===== src/design/wgbss_ram.sv =====
// generic single write port ram with registered read
module wgbss_ram #(
   parameter int WIDTH = 8,
   parameter int DEPTH = 16
) (
   input  logic                     clock,
   input  logic                     wr_en,
   input  logic [$clog2(DEPTH)-1:0] wr_addr,
   input  logic [WIDTH-1:0]         wr_data,
   input  logic [$clog2(DEPTH)-1:0] rd_addr,
   output logic [WIDTH-1:0]         rd_data
);

   logic [WIDTH-1:0] mem_ff [DEPTH];
   logic [WIDTH-1:0] rd_data_ff;

   always_ff @(posedge clock) begin
      if (wr_en) begin
         mem_ff[wr_addr] <= wr_data;
      end
      rd_data_ff <= mem_ff[rd_addr];
   end

   assign rd_data = rd_data_ff;

endmodule


===== config.mk =====
export PLATFORM = sky130hd
export DESIGN_NAME = wgbss_ram
export DESIGN_NICKNAME = d
export VERILOG_FILES = /design/src/design/wgbss_ram.sv
export SDC_FILE = /design/constraint.sdc
export NUM_CORES = 1
export LEC_CHECK = 0
export BUFFER_PORTS_ARGS = -buffer_cell sky130_fd_sc_hd__buf_2
export CORE_MARGIN = 1
export CORE_UTILIZATION = 60
export DETAILED_ROUTE_END_ITERATION = 16
export MAX_ROUTING_LAYER = met4
export PLACE_DENSITY = 0.78
export REMOVE_ABC_BUFFERS = 1
export SYNTH_ARGS = -nofsm -noshare
export SYNTH_HDL_FRONTEND = slang
export SYNTH_SLANG_ARGS = --single-unit
export TNS_END_PERCENT = 1

===== constraint.sdc =====
create_clock -name clock -period 1.91 [get_ports clock]
set_input_delay 0.2865 -clock clock [delete_from_list [all_inputs] [get_ports clock]]
set_output_delay 0.2865 -clock clock [all_outputs]
set_load 0.005 [all_outputs]

Word-level counts from Yosys, hierarchy flattened
Memories as Yosys holds them, arrays and structs flattened. A register that Yosys moved wholly into a read port is not among the register bits.
Cells that the tools add are included.

storage, ports and cells
  bits in registers = 0
  bits of input ports = 18
  memories kept = 1
  output and inout bits = 8
  memory bits (writable) = 128
  logic and storage cells = 3

memories
  memory  depth  bits a word  rd ports  clocked after memory_dff  wr ports  RTL line  RTL
  mem_ff  16     8            1         1                         1         14        logic [WIDTH-1:0] mem_ff [DEPTH];

cells by class
  muxes and demuxes = 2

operator list
  kind    count
  $mux 1  2

Depth between registers and ports, before layout
Gate-level depths: netlist (run 1).

  word-level depth = 2
  mapped depth = 5
  mapped depth without buffers = 3

Worst setup path before layout (run 1)
No wires, ideal clock.

  path type = input-to-reg
  start = in wr_addr[2]
  end = mem mem_ff[0][0] (enable)
  path slack = 0.131 ns
  required time = 1.527 ns
  data arrival time = 1.396 ns
  stages on the path = 2
  cell sequence = or3b_2 nor3_1

RTL lines
  what                RTL line  RTL
  start: declaration  8         input logic [$clog2(DEPTH)-1:0] wr_addr,
  end: declaration    14

No word-level cell before the write port.

==> out/qor.yml, run 1 <==
outcome:
  status: "finished, final reports clean"
clocking:
  cts-root-buf: "clkbuf_8"
  cts_made_buffers: 17
  cts_sinks: 136
  post_cts.repair.setup_buffers: 0
  cts_buffer_depth: 2
  cts_tree: "done"
  cts_hold_buf: 0
  cts_resized: 0
  path_clk_slew_ns: 0.06
  clk_latency_ns: 0.51
  cts_htree_levels: 4
timing:
  fin_crit_sh_pct: 74.5
  relSlewSlack_pct: 67.0
  rsz0062_at_grt: "false"
  finClkSkew_ns: 0.00641
  tns_ns: 0
  finalMaxSlewViolations: 0
  max_freq_mhz: 703
  layout_min_cycle_time_ns: 1.42
  hold_viol: 0
  tightest_slew_ns: 0.494
  setup_viol_count_final: 0
cells_and_area:
  drive_gt1_share_pct: 32.6
  num-nets-final: 306
  final_cell_mix: "128 x edfxtp_1, 25 x buf_2, 23 x buf_4"
  diodes: 0
  synthToLayoutAreaGrowth_pct: 19.3
  final_common_cell: "edfxtp_1"
  stdcell_area_um2: 6140
global_route:
  grt_pass1_wl_um: 15300
  grt_max_degree: 17
  grt.overflow.total: 0
  grt_pass1_vias: 2576
  grt_antenna_before_repair: 0
  track_usage_pct: 26.7
route:
  remaining_drc_errors: 0
  routed_wl_um: 10100
  vias_per_cell: 6.18
  dr.pass1.iters: 4
  first_iter_violations: 202
  postRouteAntennaNets: 0
  wl_per_cell_um: 24.8
  vias: 2509
min_path:
  hold_class: "in2reg"
place:
  dpl.hpwl_um: 6260
  io_buffers: 25
  place_congestion: 0.807
  placed_area_um2: 5530
power_and_ir_drop:
  p_leak_nw: 2.13
  vdd_ir_drop_max_mv: 0.660
  power_density_nw_per_um2: 1140
setup_path:
  cp.arrival_ns: 1.81
  crit_type: "reg2reg"
  crit_path_end_kind: "flop"
  crit_fanout: 1
  start_kind: "flop"
  required_ns: 2.30
run:
  max-cap-violations: 0
die:
  die_y_um: 94.6
  start_util_pct: 62.3
  core-area_um2: 8260
  die_w_um: 94.6
  io_pins: 26
  rows: 33
  die_area_um2: 8950
synthesis:
  ys_types: 19
  ys_seq_area_share_pct: 77.8
  ys.warnings.count: 0
  synth_cells: 229
  synth_area_leaders: "edfxtp_1 75%, mux4_2 7.9%, mux4_1 7.1%"
  syn_avg_cell_area_um2: 22.5
  synth_top_area_share_pct: 74.7
  ys_ff_latch: 136
  synth.cell_area_um2: 5150
  synth_area_leader_cell: "edfxtp_1"
[flip-flops by register name, indices dropped and copies added, names as in the netlist]
register	count
mem_ff	128
rd_data	8
[per-layer routing]
metal,track usage [%],wire (um),vias up
met3,7.33,768,14
met2,39.0,5010,119
met5,-,0,-
met4,12.2,150,0
met1,35.4,4130,1285
li1,-,-,1091
[critical path, cell delays in order, from the launching register on]
cell	delay (ns)
edfxtp_1	0.38
mux4_2	0.49
a22oi_1	0.32
nand2_1	0.11
[layout make-up]
class	count	area, um^2
sequential	136	4000
fill	462	2120
multi-input combinational	83	1060
clock buffer	20	435
timing repair buffer	50	338
clock inverter	12	175
tap	105	131
[cell usage after synthesis]
cell	number
or3b_2	1
clkdlybuf4s25_2	3
a22oi_1	16
nor2b_1	1
buf_4	1
and2b_1	1
nand2b_1	2
and2_1	1
nand3_1	1
mux4_2	18
nand2_1	9
nor2_1	13
buf_2	3
edfxtp_1	128
nor3_1	4
dfxtp_1	8
buf_6	3
nand3b_1	2
mux4_1	14
[logic make-up (layout without fill, tap and decap cells)]
family,after synthesis,count (layout),synth area share [%]
flops,136,136,77.8
simple gates,35,35,3.18
mux,32,32,15.0
compound gates,16,16,2.33
buf+inv,10,82,1.68
[worst paths after layout]
kind,slack [ns],startpoint,to,cells past startpoint
hold / removal,0.14,wr_data[5],mem_ff[5][5],1
setup / recovery,0.49,mem_ff[3][4],rd_data[4],3
hold reg to reg,0.68,mem_ff[8][3],rd_data[3],3
setup reg to reg,0.49,mem_ff[3][4],rd_data[4],3
[power by group]
part           internal, mW  total (mW)  switching, mW
registers              3.34        3.36         0.0220
clock network          2.15        3.33           1.18
logic                 0.141       0.316          0.175
[metrics by stage]
stage / hold WS (ns) / utilization, % / worst slack (ns) / std cells / power, mW
final: 0.144 / 74.4 / 0.488 / 406 / 7.01
after global routing: 0.123 / 74.4 / 0.399 / 406 / 7.22
after CTS: 0.123 / 74.4 / 0.466 / 406 / 7.04
after detailed placement: 0.664 / 67.0 / 0.207 / 374 / 3.73
after global placement: 0.657 / 67.0 / 0.236 / 374 / 3.72
after floorplan: 0.385 / - / 0.131 / 219 / 3.55
Note: power is estimated with default switching activity, not from simulation.
==> inputs of run 2 (changes only) <==
--- a/config.mk
+++ b/config.mk
@@ -7,10 +7,10 @@
 export LEC_CHECK = 0
 export BUFFER_PORTS_ARGS = -buffer_cell sky130_fd_sc_hd__buf_2
 export CORE_MARGIN = 1
-export CORE_UTILIZATION = 60
+export CORE_UTILIZATION = 54
 export DETAILED_ROUTE_END_ITERATION = 16
 export MAX_ROUTING_LAYER = met4
-export PLACE_DENSITY = 0.78
+export PLACE_DENSITY = 0.74
 export REMOVE_ABC_BUFFERS = 1
 export SYNTH_ARGS = -nofsm -noshare
 export SYNTH_HDL_FRONTEND = slang
==> constraint.sdc (replaced) <==
create_clock -name clock -period 1.2 [get_ports clock]
set_input_delay 0.18 -clock clock [delete_from_list [all_inputs] [get_ports clock]]
set_output_delay 0.18 -clock clock [all_outputs]
set_load 0.005 [all_outputs]
==> run 2 against run 1 <==
The flow now finishes with violations (negative setup slack). Utilization down 6.8 points. Fmax up 11%. Final area up 1.6%. Global-route usage down 4.3 points. Sequential share of layout area down 1.0 points. Largest power group is now the clock network.
==> out/qor.yml, run 2 (same netlist as run 1, synthesis figures left out) <==
outcome:
  status: "complete, but fails checks"
  violations: "negative setup slack"
timing:
  fin_crit_sh_pct: 107  # +32 points
  whs_ns: 0.0532  # -0.0907 ns
  tightest_slew_ns: 0.975  # +0.481 ns
  rsz0062_at_grt: "true"
  setup_slack_ns: -0.0808  # -0.568 ns
  setup_viol_count_final: 7  # +7
  finalMaxSlewViolations: 0  # unchanged
  max_freq_mhz: 781  # +11%
  hold_viol: 0  # unchanged
  finClkSkew_ns: 0.00776  # +0.00134 ns
  relSlewSlack_pct: 34.9  # -32 points
  layout_min_cycle_time_ns: 1.28  # -0.142 ns
route:
  first_iter_violations: 187  # -7.4%
  remaining_drc_errors: 0  # unchanged
  routed_wl_um: 9610  # -4.5%
  vias_per_cell: 5.78  # -6.4%
  dr.pass1.iters: 5  # +1
  postRouteAntennaNets: 0  # unchanged
  vias: 2504  # -0.20%
  wl_per_cell_um: 22.2  # -10%
global_route:
  grt_pass1_wl_um: 14500  # -5.1%
  grt_max_degree: 24  # +7
  grt_antenna_before_repair: 0  # unchanged
  track_usage_pct: 22.4  # -4.3 points
  grt_pass1_vias: 2548  # -1.1%
  grt.overflow.total: 0  # unchanged
power_and_ir_drop:
  vdd_ir_drop_max_mv: 1.93  # +190%
  p_switching_mw: 2.25  # +63%
  power_density_nw_per_um2: 1830  # +60%
  netSwitchingFraction_pct: 19.7  # +0.060 points
  power.internal_mw: 9.16  # +63%
  p_clk_share_pct: 48.4  # +0.8 points
  p_leak_nw: 2.11  # -0.81%
  combPwrFrac_pct: 4.7  # +0.2 points
  pwr-share-seq_pct: 46.9  # -1.0 points
  power.total_mw: 11.4  # +63%
cells_and_area:
  multiInputGateArea_um2: 1070  # +1.7%
  num-nets-final: 309  # +0.98%
  drive_gt1_share_pct: 41.1  # +8.6 points
  stdcell_area_um2: 6240  # +1.6%
  synthToLayoutAreaGrowth_pct: 21.2
  final_common_cell: "edfxtp_1"
  final_cell_mix: "128 x edfxtp_1, 28 x mux4_2, 26 x buf_4"
  fillCellCount: 586  # +27%
  largest_reg_flops: 128  # unchanged
  seqCellArea_um2: 4010  # about the same
  regMostFlops: "mem_ff"
  diodes: 0  # unchanged
  utilization_pct: 67.5  # -6.8 points
min_path:
  hp-start: "wr_data[0]"
  min_path_cells: 1  # unchanged
  min_to: "mem_ff[14][0]"
  hold_class: "in2reg"
die:
  die_w_um: 99.6  # +5.3%
  die_area_um2: 9930  # +11%
  start_util_pct: 55.7  # -6.6 points
  io_pins: 26  # unchanged
  die_y_um: 99.6  # +5.3%
  rows: 35  # +6.1%
  core-area_um2: 9240  # +12%
setup_path:
  rr_worst_depth: 3  # unchanged
  crit_type: "reg2reg"
  rr_startpoint: "mem_ff[3][2]"
  r2r_slack_ns: -0.08  # -0.57 ns
  cp.arrival_ns: 1.67  # -0.14 ns
  required_ns: 1.59  # -0.71 ns
  reg2reg_to: "rd_data[2]"
  crit_fanout: 1  # unchanged
  crit_path_end_kind: "flop"
  start_kind: "flop"
clocking:
  cts_tree: "done"
  cts_sinks: 136  # unchanged
  cts_htree_levels: 4  # unchanged
  cts-root-buf: "clkbuf_8"
  clk_latency_ns: 0.52  # about the same
  cts_buffer_depth: 2  # unchanged
  post_cts.repair.setup_buffers: 0  # unchanged
  cts_hold_buf: 0  # unchanged
  path_clk_slew_ns: 0.06  # about the same
  cts_made_buffers: 17  # unchanged
place:
  placed_area_um2: 5580  # +0.95%
  dp_slack_ns: -0.407  # -0.614 ns
  dpl.hpwl_um: 6060  # -3.2%
  io_buffers: 25  # unchanged
  place_congestion: 0.725  # -10%
run:
  max-cap-violations: 0  # unchanged
==> run 2: power by group through the flow <==
| stage | Sequential [mW] | Combinational, mW | Clock [mW] |
|---|---|---|---|
| finish | 5.35 | 0.533 | 5.53 |
| global route | 5.36 | 0.579 | 5.80 |
| CTS | 5.35 | 0.535 | 5.61 |
| detailed placement | 5.45 | 0.508 | 0 |
| global placement | 5.44 | 0.492 | 0 |
| floorplan | 5.43 | 0.213 | 0 |
==> run 2: per-stage QoR <==
| step | cells | setup TNS, ns |
|---|---|---|
| 3_5_place_dp | 401 | -15.01 |
| 6_report | 433 | -0.302 |
| 4_1_cts | 433 | -0.442 |
| 5_1_grt | 433 | -0.704 |
| 3_3_place_gp | 401 | -13.00 |
| 2_1_floorplan | 219 | -12.87 |
==> run 2: what timing repair did <==
action,4_1_cts,5_1_grt
endpoints found under the setup margin,8,10
cloned,0,0
pin swaps,10,3
gates resized for setup,17,6
==> run 2: critical path, cell delays in order, from the launching register on <==
cell	delay (ns)
edfxtp_1	0.37
mux4_1	0.48
a22oi_1	0.23
nand2_1	0.09
==> run 2: cell type report <==
class,count,area share (%)
Tap cell,129,2.59
Sequential cell,136,64.2
Multi-Input combinational cell,83,17.2
Clock inverter,14,3.53
Clock buffer,18,6.70
Timing Repair Buffer,53,5.77
==> run 2: worst max path at each step <==
stage,end,start,slack (ns)
floorplan,mem_ff[0][0],wr_addr[2],-0.47
global placement,rd_data[5],rd_addr[0],-0.41
detailed placement,rd_data[5],rd_addr[0],-0.41
CTS,rd_data[2],mem_ff[11][2],-0.10
global route,rd_data[4],mem_ff[2][4],-0.15
finish,rd_data[2],mem_ff[3][2],-0.08
==> run 2: layer usage <==
| metal | up-vias | track usage [%] | part of all wire [%] |
|---|---|---|---|
| met5 | - | - | 0 |
| met2 | 108 | 33.7 | 49 |
| li1 | 1089 | - | - |
| met4 | 0 | 5.77 | 0.83 |
| met3 | 10 | 7.17 | 6.6 |
| met1 | 1297 | 30.1 | 43 |
==> inputs of run 3 (changes only) <==
--- a/config.mk
+++ b/config.mk
@@ -7,10 +7,11 @@
 export LEC_CHECK = 0
 export BUFFER_PORTS_ARGS = -buffer_cell sky130_fd_sc_hd__buf_2
 export CORE_MARGIN = 1
-export CORE_UTILIZATION = 54
+export CORE_UTILIZATION = 60
+export CTS_BUF_LIST = sky130_fd_sc_hd__clkbuf_2
 export DETAILED_ROUTE_END_ITERATION = 16
 export MAX_ROUTING_LAYER = met4
-export PLACE_DENSITY = 0.74
+export PLACE_DENSITY = 0.78
 export REMOVE_ABC_BUFFERS = 1
 export SYNTH_ARGS = -nofsm -noshare
 export SYNTH_HDL_FRONTEND = slang
==> constraint.sdc (replaced) <==
create_clock -name clock -period 1.5 [get_ports clock]
set_input_delay 0.225 -clock clock [delete_from_list [all_inputs] [get_ports clock]]
set_output_delay 0.225 -clock clock [all_outputs]
set_load 0.005 [all_outputs]
==> run 3 against run 2 <==
The run now ends clean. Worst hold slack got worse by 0.019 ns. Critical endpoint is now rd_data[0]. Utilization is 4.6 points higher. Power down 39%. Combinational power shrank 20%. Largest power group is now registers. Highest routed layer unchanged.
==> out/qor.yml, run 3 (same netlist as run 1, synthesis figures left out) <==
global_route:
  grt.overflow.total: 0  # unchanged
  track_usage_pct: 25.2  # +2.8 points
  grt_max_degree: 24  # unchanged
  grt_pass1_wl_um: 14700  # +1.5%
  grt_antenna_before_repair: 1  # +1
  grt_pass1_vias: 2626  # +3.1%
power_and_ir_drop:
  p_leak_nw: 2.07  # -1.7%
  vdd_ir_drop_max_mv: 0.608  # -68%
  power_density_nw_per_um2: 1180  # -36%
route:
  wl_per_cell_um: 23.1  # +4.2%
  routed_wl_um: 9830  # +2.3%
  vias: 2558  # +2.2%
  dr.pass1.iters: 5  # unchanged
  remaining_drc_errors: 0  # unchanged
  postRouteAntennaNets: 0  # unchanged
  vias_per_cell: 6.02  # +4.1%
  first_iter_violations: 218  # +17%
timing:
  rsz0062_at_grt: "false"
  fin_crit_sh_pct: 98.6  # -8.1 points
  setup_slack_ns: 0.0206  # +0.101 ns
  finClkSkew_ns: 0.0901  # +0.0824 ns
  finalMaxSlewViolations: 0  # unchanged
  layout_min_cycle_time_ns: 1.48  # +0.199 ns
  hold_viol: 0  # unchanged
  relSlewSlack_pct: 48.6  # +14 points
  tightest_slew_ns: 0.768  # -0.207 ns
  max_freq_mhz: 676  # -13%
  setup_viol_count_final: 0  # -7
setup_path:
  slowest_stage: "edfxtp_1"
  required_ns: 2.07  # +0.48 ns
  crit_path_end_kind: "flop"
  cpPeakStageDelay_ns: 0.54  # +0.06 ns
  path_delay_family: "flip-flops"
  start_kind: "flop"
  crit_buf_inv: 0  # unchanged
  cp.arrival_ns: 2.05  # +0.38 ns
  cp_cell_sequence: "mux4_2 -> a22oi_1 -> nand2_1"
  crit_type: "reg2reg"
  crit_fanout: 1  # unchanged
clocking:
  cts_sinks: 136  # unchanged
  path_clk_slew_ns: 0.30  # +0.24 ns
  clk_latency_ns: 0.73  # +0.21 ns
  cts_made_buffers: 17  # unchanged
  cts_htree_levels: 4  # unchanged
  cts_tree: "done"
  cts_buffer_depth: 2  # unchanged
  cts-root-buf: "clkbuf_2"
die:
  die_y_um: 94.6  # -5.0%
  start_util_pct: 62.3  # +6.6 points
  io_pins: 26  # unchanged
  die_w_um: 94.6  # -5.0%
  rows: 33  # -5.7%
  core-area_um2: 8260  # -11%
  die_area_um2: 8950  # -9.8%
cells_and_area:
  num-nets-final: 324  # +4.9%
  synthToLayoutAreaGrowth_pct: 15.7
  utilization_pct: 72.1  # +4.6 points
  largest_reg_flops: 128  # unchanged
  drive_gt1_share_pct: 35.1  # -6.0 points
  final_cell_mix: "128 x edfxtp_1, 33 x buf_4, 25 x buf_2"
  final_common_cell: "edfxtp_1"
  regMostFlops: "mem_ff"
place:
  io_buffers: 25  # unchanged
  place_congestion: 0.787  # +8.6%
  dp_slack_ns: -0.215  # +0.193 ns
  dpl.hpwl_um: 6220  # +2.7%
outcome:
  status: "finished, final reports clean"
min_path:
  hold_class: "in2reg"
run:
  max-cap-violations: 0  # unchanged
## run 3: cell count changes in the layout (fill, tap and decap cells not counted), sizes merged
cell,before,now
dlygate4sd3,0,8
buf,53,60
diode,0,1
bufinv,5,3
clkinv,3,6
clkinvlp,3,2
## run 3: per-layer routing
metal | share of wire (%) | routed length, um | vias up | global-route usage, %
met3 | 7.8 | 771 | 8 | 6.20
met1 | 42 | 4110 | 1309 | 34.6
met4 | 1.1 | 106 | 0 | 8.59
li1 | - | - | 1131 | -
met5 | 0 | 0 | - | -
met2 | 49 | 4840 | 110 | 37.7
## run 3: final cells by class
class / instances / area (um^2)
fill: 516 / 2300
sequential: 136 / 4000
multi-input combinational: 83 / 1060
clock buffer: 18 / 90.1
antenna: 1 / 2.50
tap: 105 / 131
clock inverter: 14 / 173
timing repair buffer: 68 / 493
## run 3: power breakdown
part           total, mW  internal (mW)  switching, mW
sequential          4.27           4.24         0.0283
combinational      0.426          0.202          0.224
clock               2.31          0.949           1.36
total               7.00           5.39           1.61
## run 3: worst register-to-register path: cells and delay by family (launching register included)
kind / cells / cell delay (ns)
AO/OA/AOI/OAI: 1 / 0.22
flip-flops: 1 / 0.54
AND/OR/NAND/NOR: 1 / 0.07
multiplexers: 1 / 0.50
## run 3: what timing repair did
action,in CTS,in global routing
endpoints found under the setup margin,0,1
setup buffers,0,0
hold endpoints to repair,128,0
hold buffers,8,0
gates resized for setup,0,1
## run 3: final timing paths
| path | start | end | slack (ns) | depth (start not counted) |
|---|---|---|---|---|
| setup / recovery | mem_ff[12][0] | rd_data[0] | 0.02 | 3 |
| hold / removal | rd_addr[2] | rd_data[5] | 0.03 | 4 |
| setup reg to reg | mem_ff[12][0] | rd_data[0] | 0.02 | 3 |
| hold reg to reg | mem_ff[15][5] | rd_data[5] | 0.61 | 3 |
## run 3: metrics by stage
| stage | total power [mW] | hold WS [ns] | TNS [ns] | instance area, um^2 | std cells |
|---|---|---|---|---|---|
| 3_5_place_dp | 4.77 | 0.606 | -1.57 | 5610 | 384 |
| 4_1_cts | 7.05 | 0.00141 | 0 | 5950 | 424 |
| 2_1_floorplan | 4.52 | 0.324 | -1.74 | 5060 | 219 |
| 3_3_place_gp | 4.75 | 0.601 | -1.20 | 5610 | 384 |
| 6_report | 7.00 | 0.0344 | 0 | 5960 | 425 |
| 5_1_grt | 7.23 | 0.0422 | 0 | 5960 | 425 |
