File: src/design/wgbss_pkg.sv
// shared constants and types of the windowed stability score block
package wgbss_pkg;

   localparam int DEPTH       = 64;
   localparam int VALUE_BITS  = 16;
   localparam int PTR_BITS    = $clog2(DEPTH);
   localparam int COUNT_BITS  = $clog2(DEPTH + 1);
   localparam int SUM_BITS    = 22;
   localparam int STAMP_BITS  = 48;
   localparam int MEAS_BITS   = 16;
   localparam int WINDOW_BITS = 32;
   localparam int SCORE_BITS  = 16;

   localparam int CSR_INDEX_BITS = 1;
   localparam int CSR_DATA_BITS  = 32;
   localparam logic [CSR_INDEX_BITS-1:0] CSR_EXPIRY_ENABLE = 1'b0;
   localparam logic [CSR_INDEX_BITS-1:0] CSR_WINDOW_LENGTH = 1'b1;

   localparam int ENTRY_BITS = STAMP_BITS + VALUE_BITS + 1;

   // arithmetic unit widths
   localparam int RAD_BITS   = 2 * SUM_BITS + 2;
   localparam int ROOT_BITS  = SUM_BITS + 1;
   localparam int REM_BITS   = ROOT_BITS + 3;
   localparam int PROD_BITS  = 2 * SUM_BITS;
   localparam int SQRT_STEPS = RAD_BITS / 2;
   localparam int DIV_STEPS  = SCORE_BITS;
   localparam int STEP_BITS  = $clog2(SQRT_STEPS);

   localparam logic [SCORE_BITS-1:0] ONE_Q15 = SCORE_BITS'(32768);

   typedef struct packed {
      logic                  is_bad;
      logic [VALUE_BITS-1:0] value;
      logic [STAMP_BITS-1:0] stamp;
   } entry_type;

   typedef struct packed {
      logic                start;
      logic [SUM_BITS-1:0] good;
      logic [SUM_BITS-1:0] bad;
   } arith_req_type;

   typedef struct packed {
      logic                  done;
      logic [SCORE_BITS-1:0] score;
   } arith_status_type;

endpackage

File: src/design/wgbss_arith.sv
// shared subtractor unit: squares, digit-by-digit square root, then long division
module wgbss_arith (
   input  logic                        clock,
   input  logic                        reset,
   input  wgbss_pkg::arith_req_type    arith_req,
   output wgbss_pkg::arith_status_type arith_status
);

   localparam logic [2:0] A_IDLE = 3'd0;
   localparam logic [2:0] A_SQ_G = 3'd1;
   localparam logic [2:0] A_SQ_B = 3'd2;
   localparam logic [2:0] A_SQRT = 3'd3;
   localparam logic [2:0] A_DIV  = 3'd4;
   localparam logic [2:0] A_DONE = 3'd5;

   logic [2:0]                           state_ff, state_in;
   logic [wgbss_pkg::SUM_BITS-1:0]       good_ff, good_in;
   logic [wgbss_pkg::SUM_BITS-1:0]       bad_ff, bad_in;
   logic [wgbss_pkg::SUM_BITS-1:0]       gap_ff, gap_in;
   logic [wgbss_pkg::RAD_BITS-1:0]       rad_ff, rad_in;
   logic [wgbss_pkg::ROOT_BITS-1:0]      root_ff, root_in;
   logic [wgbss_pkg::REM_BITS-1:0]       rem_ff, rem_in;
   logic [wgbss_pkg::SCORE_BITS-1:0]     dvd_ff, dvd_in;
   logic [wgbss_pkg::SCORE_BITS-1:0]     quo_ff, quo_in;
   logic [wgbss_pkg::STEP_BITS-1:0]      step_ff, step_in;
   logic [wgbss_pkg::SCORE_BITS-1:0]     score_ff, score_in;

   logic [wgbss_pkg::SUM_BITS-1:0]       mul_op;
   logic [wgbss_pkg::PROD_BITS-1:0]      product;
   logic [wgbss_pkg::REM_BITS-1:0]       op_a, op_b;
   logic [wgbss_pkg::REM_BITS:0]         diff;
   logic                                 ge;
   logic [wgbss_pkg::SCORE_BITS-1:0]     quo_next;

   assign mul_op  = (state_ff == A_SQ_G) ? good_ff : bad_ff;
   assign product = {{wgbss_pkg::SUM_BITS{1'b0}}, mul_op}
                  * {{wgbss_pkg::SUM_BITS{1'b0}}, mul_op};

   // one subtractor serves both the root digits and the quotient bits
   always_comb begin
      if (state_ff == A_DIV) begin
         op_a = {rem_ff[wgbss_pkg::REM_BITS-2:0], dvd_ff[wgbss_pkg::SCORE_BITS-1]};
         op_b = {{(wgbss_pkg::REM_BITS - wgbss_pkg::ROOT_BITS){1'b0}}, root_ff};
      end else begin
         op_a = {rem_ff[wgbss_pkg::REM_BITS-3:0], rad_ff[wgbss_pkg::RAD_BITS-1 -: 2]};
         op_b = {1'b0, root_ff, 2'b01};
      end
   end

   assign diff     = {1'b0, op_a} - {1'b0, op_b};
   assign ge       = ~diff[wgbss_pkg::REM_BITS];
   assign quo_next = {quo_ff[wgbss_pkg::SCORE_BITS-2:0], ge};

   always_comb begin
      state_in = state_ff;
      good_in  = good_ff;
      bad_in   = bad_ff;
      gap_in   = gap_ff;
      rad_in   = rad_ff;
      root_in  = root_ff;
      rem_in   = rem_ff;
      dvd_in   = dvd_ff;
      quo_in   = quo_ff;
      step_in  = step_ff;
      score_in = score_ff;
      unique case (state_ff)
         A_IDLE: begin
            if (arith_req.start) begin
               good_in = arith_req.good;
               bad_in  = arith_req.bad;
               gap_in  = arith_req.good - arith_req.bad;
               if (arith_req.good > arith_req.bad) begin
                  state_in = A_SQ_G;
               end else begin
                  score_in = '0;
                  state_in = A_DONE;
               end
            end
         end
         A_SQ_G: begin
            rad_in   = {2'b00, product};
            state_in = A_SQ_B;
         end
         A_SQ_B: begin
            rad_in   = rad_ff + {2'b00, product};
            rem_in   = '0;
            root_in  = '0;
            step_in  = '0;
            state_in = A_SQRT;
         end
         A_SQRT: begin
            rad_in  = {rad_ff[wgbss_pkg::RAD_BITS-3:0], 2'b00};
            root_in = {root_ff[wgbss_pkg::ROOT_BITS-2:0], ge};
            rem_in  = ge ? diff[wgbss_pkg::REM_BITS-1:0] : op_a;
            step_in = step_ff + 1'b1;
            if (step_ff == wgbss_pkg::STEP_BITS'(wgbss_pkg::SQRT_STEPS - 1)) begin
               // dividend is gap << 15: high part seeds the remainder
               rem_in  = {{(wgbss_pkg::REM_BITS - wgbss_pkg::SUM_BITS + 1){1'b0}},
                          gap_ff[wgbss_pkg::SUM_BITS-1:1]};
               dvd_in  = {gap_ff[0], {(wgbss_pkg::SCORE_BITS-1){1'b0}}};
               quo_in  = '0;
               step_in = '0;
               state_in = A_DIV;
            end
         end
         A_DIV: begin
            rem_in  = ge ? diff[wgbss_pkg::REM_BITS-1:0] : op_a;
            quo_in  = quo_next;
            dvd_in  = {dvd_ff[wgbss_pkg::SCORE_BITS-2:0], 1'b0};
            step_in = step_ff + 1'b1;
            if (step_ff == wgbss_pkg::STEP_BITS'(wgbss_pkg::DIV_STEPS - 1)) begin
               score_in = (quo_next > wgbss_pkg::ONE_Q15) ? wgbss_pkg::ONE_Q15 : quo_next;
               state_in = A_DONE;
            end
         end
         A_DONE: begin
            state_in = A_IDLE;
         end
         default: begin
            state_in = A_IDLE;
         end
      endcase
   end

   always_ff @(posedge clock) begin
      if (reset) begin
         state_ff <= A_IDLE;
      end else begin
         state_ff <= state_in;
      end
      good_ff  <= good_in;
      bad_ff   <= bad_in;
      gap_ff   <= gap_in;
      rad_ff   <= rad_in;
      root_ff  <= root_in;
      rem_ff   <= rem_in;
      dvd_ff   <= dvd_in;
      quo_ff   <= quo_in;
      step_ff  <= step_in;
      score_ff <= score_in;
   end

   assign arith_status.done  = (state_ff == A_DONE);
   assign arith_status.score = score_ff;

endmodule

File: config.mk
export PLATFORM = sky130hd
export DESIGN_NAME = wgbss_arith
export DESIGN_NICKNAME = d
export VERILOG_FILES = /design/src/design/wgbss_pkg.sv /design/src/design/wgbss_arith.sv
export SDC_FILE = /design/constraint.sdc
export NUM_CORES = 1
export LEC_CHECK = 0
export BUFFER_PORTS_ARGS = -buffer_cell sky130_fd_sc_hd__buf_4
export CORE_ASPECT_RATIO = 0.9
export CORE_MARGIN = 1.5
export CORE_UTILIZATION = 54
export DETAILED_ROUTE_END_ITERATION = 10
export GPL_ROUTABILITY_DRIVEN = 0
export PLACE_DENSITY = 0.82
export SETUP_SLACK_MARGIN = 0.1
export SKIP_CTS_REPAIR_TIMING = 1
export SYNTH_ARGS = -nofsm -noshare
export SYNTH_HDL_FRONTEND = slang
export SYNTH_SLANG_ARGS = --single-unit
File: constraint.sdc
create_clock -name clock -period 9.7 [get_ports clock]
set_clock_uncertainty 0.05 [all_clocks]
set_input_delay 1.94 -clock clock [delete_from_list [all_inputs] [get_ports clock]]
set_output_delay 1.94 -clock clock [all_outputs]
set_load 0.02 [all_outputs]
Word-level counts from Yosys, hierarchy flattened --
Index checks and enable logic that the tools add are counted.
Storage, ports and cells: register bits after elaboration 215, input bits 47, output and inout port bits 17, word-level logic and storage cells 64
Operators by class: bitwise gates (word level) 1, equality and inequality tests 11, muxes and demuxes 24, add/sub/neg operators 4, multipliers 1, reduce and logical (&&, ||, !) cells 10, magnitude comparators 2
Operators by type and width (count):
- one-hot mux 46 bit (3 select lines) | 1
- 2-to-1 mux 16 bit | 5
- 2-to-1 mux 25 bit | 3
- one-hot mux 25 bit (3 select lines) | 1
- one-hot mux 16 bit (2 select lines) | 2
- adder 46 x 44 -> 46 bit | 1
- one-hot mux 23 bit (2 select lines) | 1
- multiplier 22 x 22 -> 44 bit | 1
- one-hot mux 15 bit (2 select lines) | 1
- subtractor 26 x 25 -> 27 bit | 1
- 2-to-1 mux 26 bit | 1
- > comparator 22 bit | 1
- 2-to-1 mux 22 bit | 1
- subtractor 22 bit | 1
- > comparator 16 bit (second input constant) | 1
- 2-to-1 mux 15 bit | 1
- one-hot mux 3 bit (5 select lines) | 1
- one-hot mux 5 bit (3 select lines) | 1
- 2-to-1 mux 3 bit | 4
- equality test 3 x 2 -> 1 bit (second input constant) | 2
- equality test 3 bit (second input constant) | 2
- inequality test 2 bit (second input constant) | 3
- nonzero test 2 bit | 3
- nonzero test 3 bit | 2
- 11 further kinds | 12

Longest topological paths before layout --
Gate-level depths: netlist (run 1).
word-level depth 8, gate-level depth with buffers 43

Worst setup path after synthesis (run 1) --
OpenSTA, ideal clock, no wires.
path kind reg-to-reg, from register state_ff[0], to register rad_ff[43] (netlist bit), data pin, data arrival time 10.184 ns, stages on the path, launching flop included 42, setup slack -0.794 ns, clock period less this slack 10.494 ns, setup time 0.260 ns, required time 9.390 ns, path through dfxtp_1 > inv_1 > nor3_1 > buf_2 > buf_2 > buf_2 > mux2_2 > inv_1 > clkbuf_1 > nor2_1 > fa_1 > inv_1 > fa_1 > fa_1 > inv_1 > fa_1 > fa_1 > fa_1 > (+6 left out) > a21oi_1 > o21bai_1 > a21o_1 > a221oi_1 > o21ai_2 > a221oi_2 > xnor2_1 > ha_1 > clkbuf_1 > a21o_1 > a21o_1 > a21o_1 > a21oi_1 > nor2b_2 > a311o_1 > a21o_1 > a221o_1 > mux2_4
Between the ends: word-level cells in the longest chain between the ends 5, elaborated cells on any way between the ends 7, those cells by class 1 x add/sub; 1 x mul; 3 x eq/ne; 2 x mux
RTL lines:
- start: declaration | line wgbss_arith.sv:16 | logic [2:0] state_ff, state_in;
- start signal: assignment | line wgbss_arith.sv:129 | state_ff <= state_in;
- equality test 3 x 1 -> 1 bit | line wgbss_arith.sv:35, wgbss_arith.sv:66
- 2-to-1 mux 22 bit | line wgbss_arith.sv:35 | assign mul_op = (state_ff == A_SQ_G) ? good_ff : bad_ff;
- multiplier 22 x 22 -> 44 bit | line wgbss_arith.sv:37 | * {{wgbss_pkg::SUM_BITS{1'b0}}, mul_op};
- adder 46 x 44 -> 46 bit | line wgbss_arith.sv:85 | rad_in = rad_ff + {2'b00, product};
- one-hot mux 46 bit (3 select lines) (*) | line wgbss_arith.sv:66 | unique case (state_ff)
- net rad_in (one bit) | line wgbss_arith.sv:20 | logic [wgbss_pkg::RAD_BITS-1:0] rad_ff, rad_in;
- end signal: assignment | line wgbss_arith.sv:134 | rad_ff <= rad_in;
- end: declaration | line wgbss_arith.sv:20
Mark *: on every way through the listed nets, which the timed path passes. The rest lies on a longest branch. A chain may end at the register's enable or synchronous reset.

Worst setup path after layout (run 1) --
from register state_ff[1], to register rad_ff[43] (netlist bit), data pin
Same word-level chain as after synthesis.

==> results of run 1 <==
final cells by class:
| class | instances | area share [%] |
|---|---|---|
| Antenna cell | 1 | 0.00801 |
| Sequential cell | 200 | 19.2 |
| Tap cell | 671 | 2.69 |
| Clock buffer | 17 | 1.36 |
| Timing Repair Buffer | 277 | 7.37 |
| Inverter | 478 | 5.85 |
| Multi-Input combinational cell | 2074 | 63.0 |
| Clock inverter | 15 | 0.549 |
cells in the final DEF, fill, tap and decap left out, types with 15 or more instances in the layout:
master                      instances
sky130_fd_sc_hd__inv_1            455
sky130_fd_sc_hd__fa_1             330
sky130_fd_sc_hd__nand2_1          295
sky130_fd_sc_hd__buf_4            248
sky130_fd_sc_hd__ha_1             240
sky130_fd_sc_hd__nor2_1           216
sky130_fd_sc_hd__edfxtp_1         197
sky130_fd_sc_hd__a21oi_1          124
sky130_fd_sc_hd__a21o_1            86
sky130_fd_sc_hd__xnor2_1           75
sky130_fd_sc_hd__o21ai_0           70
sky130_fd_sc_hd__mux2i_1           54
sky130_fd_sc_hd__and3_1            53
sky130_fd_sc_hd__xor2_1            42
sky130_fd_sc_hd__o21a_1            26
sky130_fd_sc_hd__and2_1            26
sky130_fd_sc_hd__nor2b_1           22
sky130_fd_sc_hd__nor3_1            21
sky130_fd_sc_hd__nand4_1           21
sky130_fd_sc_hd__o21ai_1           20
sky130_fd_sc_hd__clkbuf_16         19
sky130_fd_sc_hd__o21bai_1          18
sky130_fd_sc_hd__nand3_1           17
sky130_fd_sc_hd__a21oi_2           16
sky130_fd_sc_hd__buf_6             16
sky130_fd_sc_hd__ha_4              15
kinds of logic after synthesis:
group | after synthesis
mux | 81
xor+xnor | 126
buf+inv | 581
fa+ha+maj | 599
simple gates | 759
compound gates | 509
flops | 200
stage by stage:
stage          utilization [%]  hold WS (ns)  instances  setup WS [ns]  setup TNS [ns]
2_1_floorplan                -         0.441       2855          0.101               0
5_1_grt                   63.3         0.490       3732         -0.701           -3.76
3_3_place_gp              59.3         0.465       3638        -0.0777          -0.124
6_report                  63.3         0.471       3733         -0.365          -0.814
3_5_place_dp              59.3         0.454       3638         -0.322          -0.669
4_1_cts                   60.5         0.470       3670         -0.345          -0.887
path summary, 6_finish.rpt:
check / from / to / slack [ns] / cells past startpoint
setup / recovery: state_ff[1]$_SDFFE_PP0P_ / rad_ff[43]$_DFFE_PP_ / -0.37 / 36
hold / removal: gap_ff[8]$_DFFE_PP_ / rem_ff[7]$_DFFE_PP_ / 0.47 / 2
setup reg to reg: state_ff[1]$_SDFFE_PP0P_ / rad_ff[43]$_DFFE_PP_ / -0.37 / 36
hold reg to reg: gap_ff[8]$_DFFE_PP_ / rem_ff[7]$_DFFE_PP_ / 0.47 / 2
per-layer routing:
layer / vias up / track usage [%]
met5: - / 0
met3: 428 / 6.89
li1: 9852 / -
met2: 1491 / 44.5
met4: 2 / 14.1
met1: 10800 / 36.8
state kept, by name, summed over array words and instances (netlist names):
name / flops
root_ff: 23
step_ff: 5
rad_ff: 46
good_ff: 22
bad_ff: 22
quo_ff: 15
score_ff: 16
rem_ff: 25
dvd_ff: 1
gap_ff: 22
state_ff: 3
critical path: cells and delay by family, from the launching register on:
| kind | cells | cell delay [ns] |
|---|---|---|
| muxes | 2 | 0.52 |
| adders and majority gates | 9 | 4.31 |
| buffers and inverters | 7 | 1.16 |
| AOI/OAI and AO/OA | 11 | 2.24 |
| xor gates and xnor gates | 1 | 0.25 |
| and+or+nand+nor | 6 | 0.92 |
| DFF | 1 | 0.36 |
==> impl.org, run 1 <==
** Setup path
- STA classifies the critical path endpoint as a register.
- Slowest stage delay, CP :: 0.57 ns
- STA classifies the critical path startpoint as a register.
- Critical Path Most Common Cell :: sky130_fd_sc_hd__fa_1
- The slowest stage of the critical path belongs to the cell sky130_fd_sc_hd__fa_1.
- Data on the critical path arrives at its endpoint at between 10 and 15 ns.
- Crit Path Max Fanout :: 8
- CP Class :: register to register
- STA puts the critical path data required time at 9.91 ns.

** Timing
- The total count of hold-check failures in the final report was 0.
- Final Slew Violations :: 0
- Final clock period utilization by the worst path :: 104%
- The worst pin sits at a relative slew slack of roughly a third.
- Based on the critical path, the design can be clocked at up to between 0.09 and 0.1 GHz.
- Setup violations, final :: 3
- The smallest clock period supported by the final layout is computed as about 10 ns.
- Transition at the pin with the smallest max-transition slack :: approximately 1 ns
- RSZ-0062 raised after global routing :: true
- Setup slack on the critical path of the routed design comes to -0.365 ns.

** Global routing
- Largest net degree at the start of global routing :: 87
- Global Route Usage Sum :: roughly 28%
- Global-route wire length before repair :: around 120,000 um
- Global routing finished with a remaining overflow of 0.
- Via count of the first global-routing pass :: about 22,000
- Number of antenna violations at the first check in global routing :: 1

** Layout
- The filler cells instantiated in the layout total ~3,600.
- The sequential cells in the finished layout cover a total of between 5000 and 6000 um^2.
- Combined area of the multi-input logic cells :: a little under 20,000 um^2
- Final std cell area, no fill :: 31,200 um^2
- Net count reported at finish :: around 3,700
- From synthesis to final layout, the design area changed by 15.1%.
- Cells with a size suffix above 1 make up 16.4% of the layout.

** Die
- FP Rows :: between 70 and 80
- Core Area :: 49,300 um^2
- I/O Pins :: 64
- Height of the die :: around 220 um
- The die covers 51,600 um^2.
- In this run the horizontal extent of the chip is 239 um.
- Once the floorplan was initialized, standard cells occupied ~55% of the core.

** Placement
- Detailed placement HPWL :: around 58,000 um
- PortBufs :: 63
- The placed instances occupy a cell area of about 29,000 um^2.

** Synthesis
- In this run, distinct cell masters in the synthesized netlist total ~100.
- Summing the areas of all and, or, nand and nor instances in the mapped netlist gives approximately 13% of the synthesized area.
- Most common flop cell mapped by yosys :: sky130_fd_sc_hd__edfxtp_1
- Multiplexer area fraction after synthesis :: under 10%
- Summing the areas of all xor and xnor instances in the mapped netlist gives roughly 4.1% of the synthesized area.
- After synthesis, the largest area contributor takes up about a quarter of total cell area.
- Most frequent cell after synthesis :: sky130_fd_sc_hd__inv_1
- Total standard cell area after synthesis :: approximately 27,000 um^2
- Summing the areas of all fa, ha and maj instances in the mapped netlist gives 37.0% of the synthesized area.
- Ranked by total cell area, the synthesized netlist is headed by sky130_fd_sc_hd__fa_1 (25%), sky130_fd_sc_hd__edfxtp_1 (22%), sky130_fd_sc_hd__ha_1 (12%).
- Yosys printed 0 warnings.
- Yosys mapped a number of flops with a built-in enable equal to between 150 and 200.
- Counting every net in the synthesized netlist gives between 3,000 and 4,000.
- The biggest area contributor in the post-synthesis netlist is sky130_fd_sc_hd__fa_1.
- FFs w/ async S/R, synth :: 0%
- After synthesis, the largest family of logic cells by area is adder cells.
- For this run, the register share of the synthesized area comes to ~22%.
- Complex-gate fraction of the synthesized area :: between 10 and 15%
- Mean cell area of the mapped netlist :: about 9.5 um^2
- Synthesized netlist cell count :: roughly 2,900
- Commonest cells post-synth :: sky130_fd_sc_hd__inv_1 (473), sky130_fd_sc_hd__fa_1 (339), sky130_fd_sc_hd__nand2_1 (307), sky130_fd_sc_hd__ha_1 (257), sky130_fd_sc_hd__nor2_1 (226)
- Flop and latch count out of synthesis :: 200

** Clock tree
- After clock tree synthesis, the clock-pin slew on the worst setup and hold paths is about 0.080 ns.
- Clock latency on the worst-skew pair, taken at its later pin, is around 0.50 ns.
- TritonCTS built the clock tree.
- In this run the number of H-tree levels came out at 4.
- Buffers inserted during clock tree synthesis total 17.
- The tree is rooted in a sky130_fd_sc_hd__clkbuf_16.
- The clock net in this run drives a total of 200 sinks.
- Maximum count of clock buffers along a single path :: 2

** Outcome
- Result of the run :: finished with violations
- The final reports fail on setup timing.

** Route
- The detailed router put a total of between 20,000 and 30,000 um of wire on met1.
- In this run the remaining antenna-violating nets after routing total 0.
- In the final routed layout, each cell accounts on average for between 20 and 25 um.
- The first TritonRoute pass finished after 8 iterations.
- For this block, the initial DRC count from the detailed router was about 2,900.
- Detailed routing placed a total of between 30,000 and 40,000 um of wire on met2.
- Drt total wl :: 78,800 um
- DR top layer :: met5
- DRC :: 0
- After detailed routing, the met3 layer carries about 9000 um of wire.
- Number of vias after detailed routing :: approximately 23,000
- Dividing the detail-routed via count by the number of cells gives between 6 and 7.

** Job
- The tool flagged a number of max-cap violations equal to 0.

** Worst hold path
- Hold Crit Class :: register to register
Power of run 1 is left out: the tool's default activity adds up to more than one toggle a clock period on the data nets, which glitch-free logic cannot reach.
==> inputs of run 2 (changes only) <==
- CAP_MARGIN: unset -> 15
- CTS_CLUSTER_DIAMETER: unset -> 150
- SETUP_SLACK_MARGIN: 0.1 -> 0.15
==> run 2 against run 1 <==
Effect of this change: worst hold slack improved by 0.020 ns; non-clock buffer count down 5; global-route usage is 0.10 points higher; critical path depth is 4 higher; the run still ends with setup timing left; routed wire length fell by 4.6%; cell area shrank 0.90%; utilization decreased by 0.57 points; flip-flop and latch count is the same.
==> impl.org, run 2 (same netlist as run 1, synthesis figures left out) <==
** Outcome
- Result of the run :: finished with violations (unchanged)
- Violated checks: setup timing (unchanged).

** Clock tree
- Clock-pin slew reported for the worst setup and hold paths after clock tree synthesis :: 0.08 ns (about the same)
- Total clock buffers created by CTS :: 17 (unchanged)
- Root buffer cell :: sky130_fd_sc_hd__clkbuf_16 (unchanged)
- The H-tree level count was 4 (unchanged).
- Clock tree sinks :: 200 (unchanged)
- The CTS tree is done (unchanged).
- Insertion delay to the later sink of the worst-skew pair :: 0.50 ns (about the same)
- The maximum clock insertion buffer count was 2 (unchanged).

** Placement
- The half-perimeter wire length after placement was 57,300 um (was 58,000 um).
- The number of buffers added on ports came to 63 (unchanged).

** Route
- Drt total wl :: 75,200 um (was 78,800 um)
- DRC marker count from the first detailed-route iteration :: 2,636 (was 2,877)
- DRC :: 0 (unchanged)
- The per-cell routed wire length was 20.2 um (was 21.1 um).
- The total via count in the routed design was 22,200 (was 22,600).
- The number of iterations in the first detailed-routing pass is 8 (unchanged).
- The number of vias per cell after detailed routing was 5.97 (was 6.06).
- Antenna Nets Post-Route :: 0 (unchanged)

** Timing
- Fin Hold WS :: 0.491 ns (was 0.471 ns)
- Max_slew headroom :: 28.2% (was 33.4%)
- The measured slew at the worst slew-check pin is 1.07 ns (was 0.999 ns).
- RSZ-0062 raised after global routing :: true (unchanged)
- The max-slew violation count was 0 (unchanged).
- The total count of hold-check failures in the final report is 0 (unchanged).
- The worst path setup slack after routing is -0.183 ns (was -0.365 ns).
- Min Clock Period, post-route :: 9.88 ns (was 10.07 ns)
- Setup violations, final :: 3 (unchanged)
- Maximum frequency from static timing analysis :: 0.101 GHz (was 0.0994 GHz)
- The part of the cycle the worst path needs is 102% (was 104%).

** Setup path
- The cell type of the slowest stage on the worst timing path is sky130_fd_sc_hd__fa_1 (unchanged).
- The endpoint of the lowest-slack register-to-register path is rad_ff[43]$_DFFE_PP_ (unchanged).
- Required @ worst endpoint :: 9.90 ns (was 9.91 ns)
- Kind of end point of the critical path :: register (unchanged)
- Register-to-Register Setup Slack :: -0.18 ns (was -0.37 ns)
- Termination of the worst setup path :: rad_ff[43]$_DFFE_PP_ (unchanged)
- The type of origin of the critical path is a register (unchanged).
- The delay of the slowest critical-path stage is 0.57 ns (about the same).
- The first element of the critical path is state_ff[1]$_SDFFE_PP0P_ (unchanged).
- Reg-to-Reg Start :: state_ff[1]$_SDFFE_PP0P_ (unchanged)
- CP Class :: register to register (unchanged)
- Data arrival time of the critical path :: 10.08 ns (was 10.27 ns)
- Worst reg2reg path depth :: 40 (was 36)
- Crit Path Max Fanout :: 5 (was 8)

** Die
- Core Area :: 49,300 um^2 (unchanged)
- FP Rows :: 77 (unchanged)
- Height of the die :: 216 um (unchanged)
- The die footprint came to 51,600 um^2 (unchanged).
- The I/O pin total is 64 (unchanged).
- The floorplan die width was 239 um (unchanged).
- Initial core utilization :: 55.0% (unchanged)

** Job
- Maximum capacitance violations :: 0 (unchanged)

** Global routing
- The total track usage was 28.5% (was 28.4%).
- The global-route wire length before repair is 116,000 um (was 115,000 um).
- Total congestion overflow :: 0 (unchanged)
- The number of global-route vias before repair was 22,500 (about the same).
- The pin count of the biggest net entering global routing is 78 (was 87).
- Number of antenna violations at the first check in global routing :: 0 (was 1)

** Layout
- Net count reported at finish :: 3,686 (was 3,691)
- The register with the highest flop count is rad_ff (unchanged).
- The fraction of final layout cells sized beyond drive strength 1 came to 15.3% (was 16.4%).
- Top library cells by usage in the layout, fill and taps aside: sky130_fd_sc_hd__inv_1 (463), sky130_fd_sc_hd__fa_1 (336), sky130_fd_sc_hd__nand2_1 (300), sky130_fd_sc_hd__buf_4 (251), sky130_fd_sc_hd__ha_1 (241) (was sky130_fd_sc_hd__inv_1 (455), sky130_fd_sc_hd__fa_1 (330), sky130_fd_sc_hd__nand2_1 (295), sky130_fd_sc_hd__buf_4 (248), sky130_fd_sc_hd__ha_1 (240)).
- The number of flip-flops in the largest register was 46 (unchanged).
- Layout area overhead :: 14.1% (was 15.1%)
- Number of inserted filler cells in the final layout :: 3,733 (was 3,605)
- The final antenna diode count came to 0 (was 1).
- The final design utilization came to 62.7% (was 63.3%).
- Registers with the most flip-flops :: rad_ff (46), rem_ff (25), root_ff (23) (unchanged)
- Most common library cell in the layout ignoring fill and taps :: sky130_fd_sc_hd__inv_1 (unchanged)

** Worst hold path
- The path category of the worst min-delay check is register to register (unchanged).
- The worst hold path startpoint was gap_ff[8]$_DFFE_PP_ (unchanged).
## run 2: cell count changes in the layout (fill, tap and decap cells not counted), sizes merged
| cell | change |
|---|---|
| clkinv | +3 |
| clkbuf | +1 |
| diode | -1 |
| bufinv | +1 |
| buf | -5 |
| inv | -5 |
## run 2: how the worst min path moves through the flow
stage	endpoint	slack, ns	cells past startpoint
after floorplan	rem_ff[7]$_DFFE_PP_	0.44	2
after global placement	dvd_ff[15]$_SDFFCE_PP0P_	0.47	1
after detailed placement	rem_ff[3]$_DFFE_PP_	0.47	2
after CTS	rem_ff[7]$_DFFE_PP_	0.49	2
after global routing	rem_ff[3]$_DFFE_PP_	0.52	2
final	rem_ff[7]$_DFFE_PP_	0.49	2
## run 2: layer usage
layer  vias up  wire length (um)  share of wire [%]  track usage, %
li1       9841                 -                  -               -
met1     10700             29000                 39            37.7
met2      1360             34100                 45            44.7
met3       337              8180                 11            6.61
met4         0              3960                5.3            12.5
met5         -                 0                  0               0
## run 2: stage by stage
step / setup WS, ns / instances / cell area (um^2) / setup TNS (ns)
final: -0.183 / 3727 / 30900 / -0.404
after global routing: -0.543 / 3727 / 30900 / -2.68
after CTS: -0.294 / 3687 / 30000 / -0.571
after detailed placement: -0.278 / 3655 / 29400 / -0.532
after global placement: -0.0548 / 3655 / 29400 / -0.0548
after floorplan: 0.167 / 2855 / 27300 / 0
## run 2: area by class of cell
type	instances	area, um^2	area share, %
Tap cell	671	840	2.71
Sequential cell	200	5980	19.3
Clock buffer	18	429	1.39
Multi-Input combinational cell	2074	19500	63.0
Clock inverter	14	163	0.526
Timing Repair Buffer	272	2220	7.16
Inverter	478	1820	5.87
## run 2: worst max-delay path, delay by kind of cell, from the launching register on
kind            cells  cell delay, ns
compound gates     16            3.21
buf+inv             7            0.83
flops               1            0.34
mux                 2            0.51
simple gates        4            0.47
xor+xnor            2            0.35
fa+ha+maj           9            3.86
Power of run 2 is left out for the same reason.
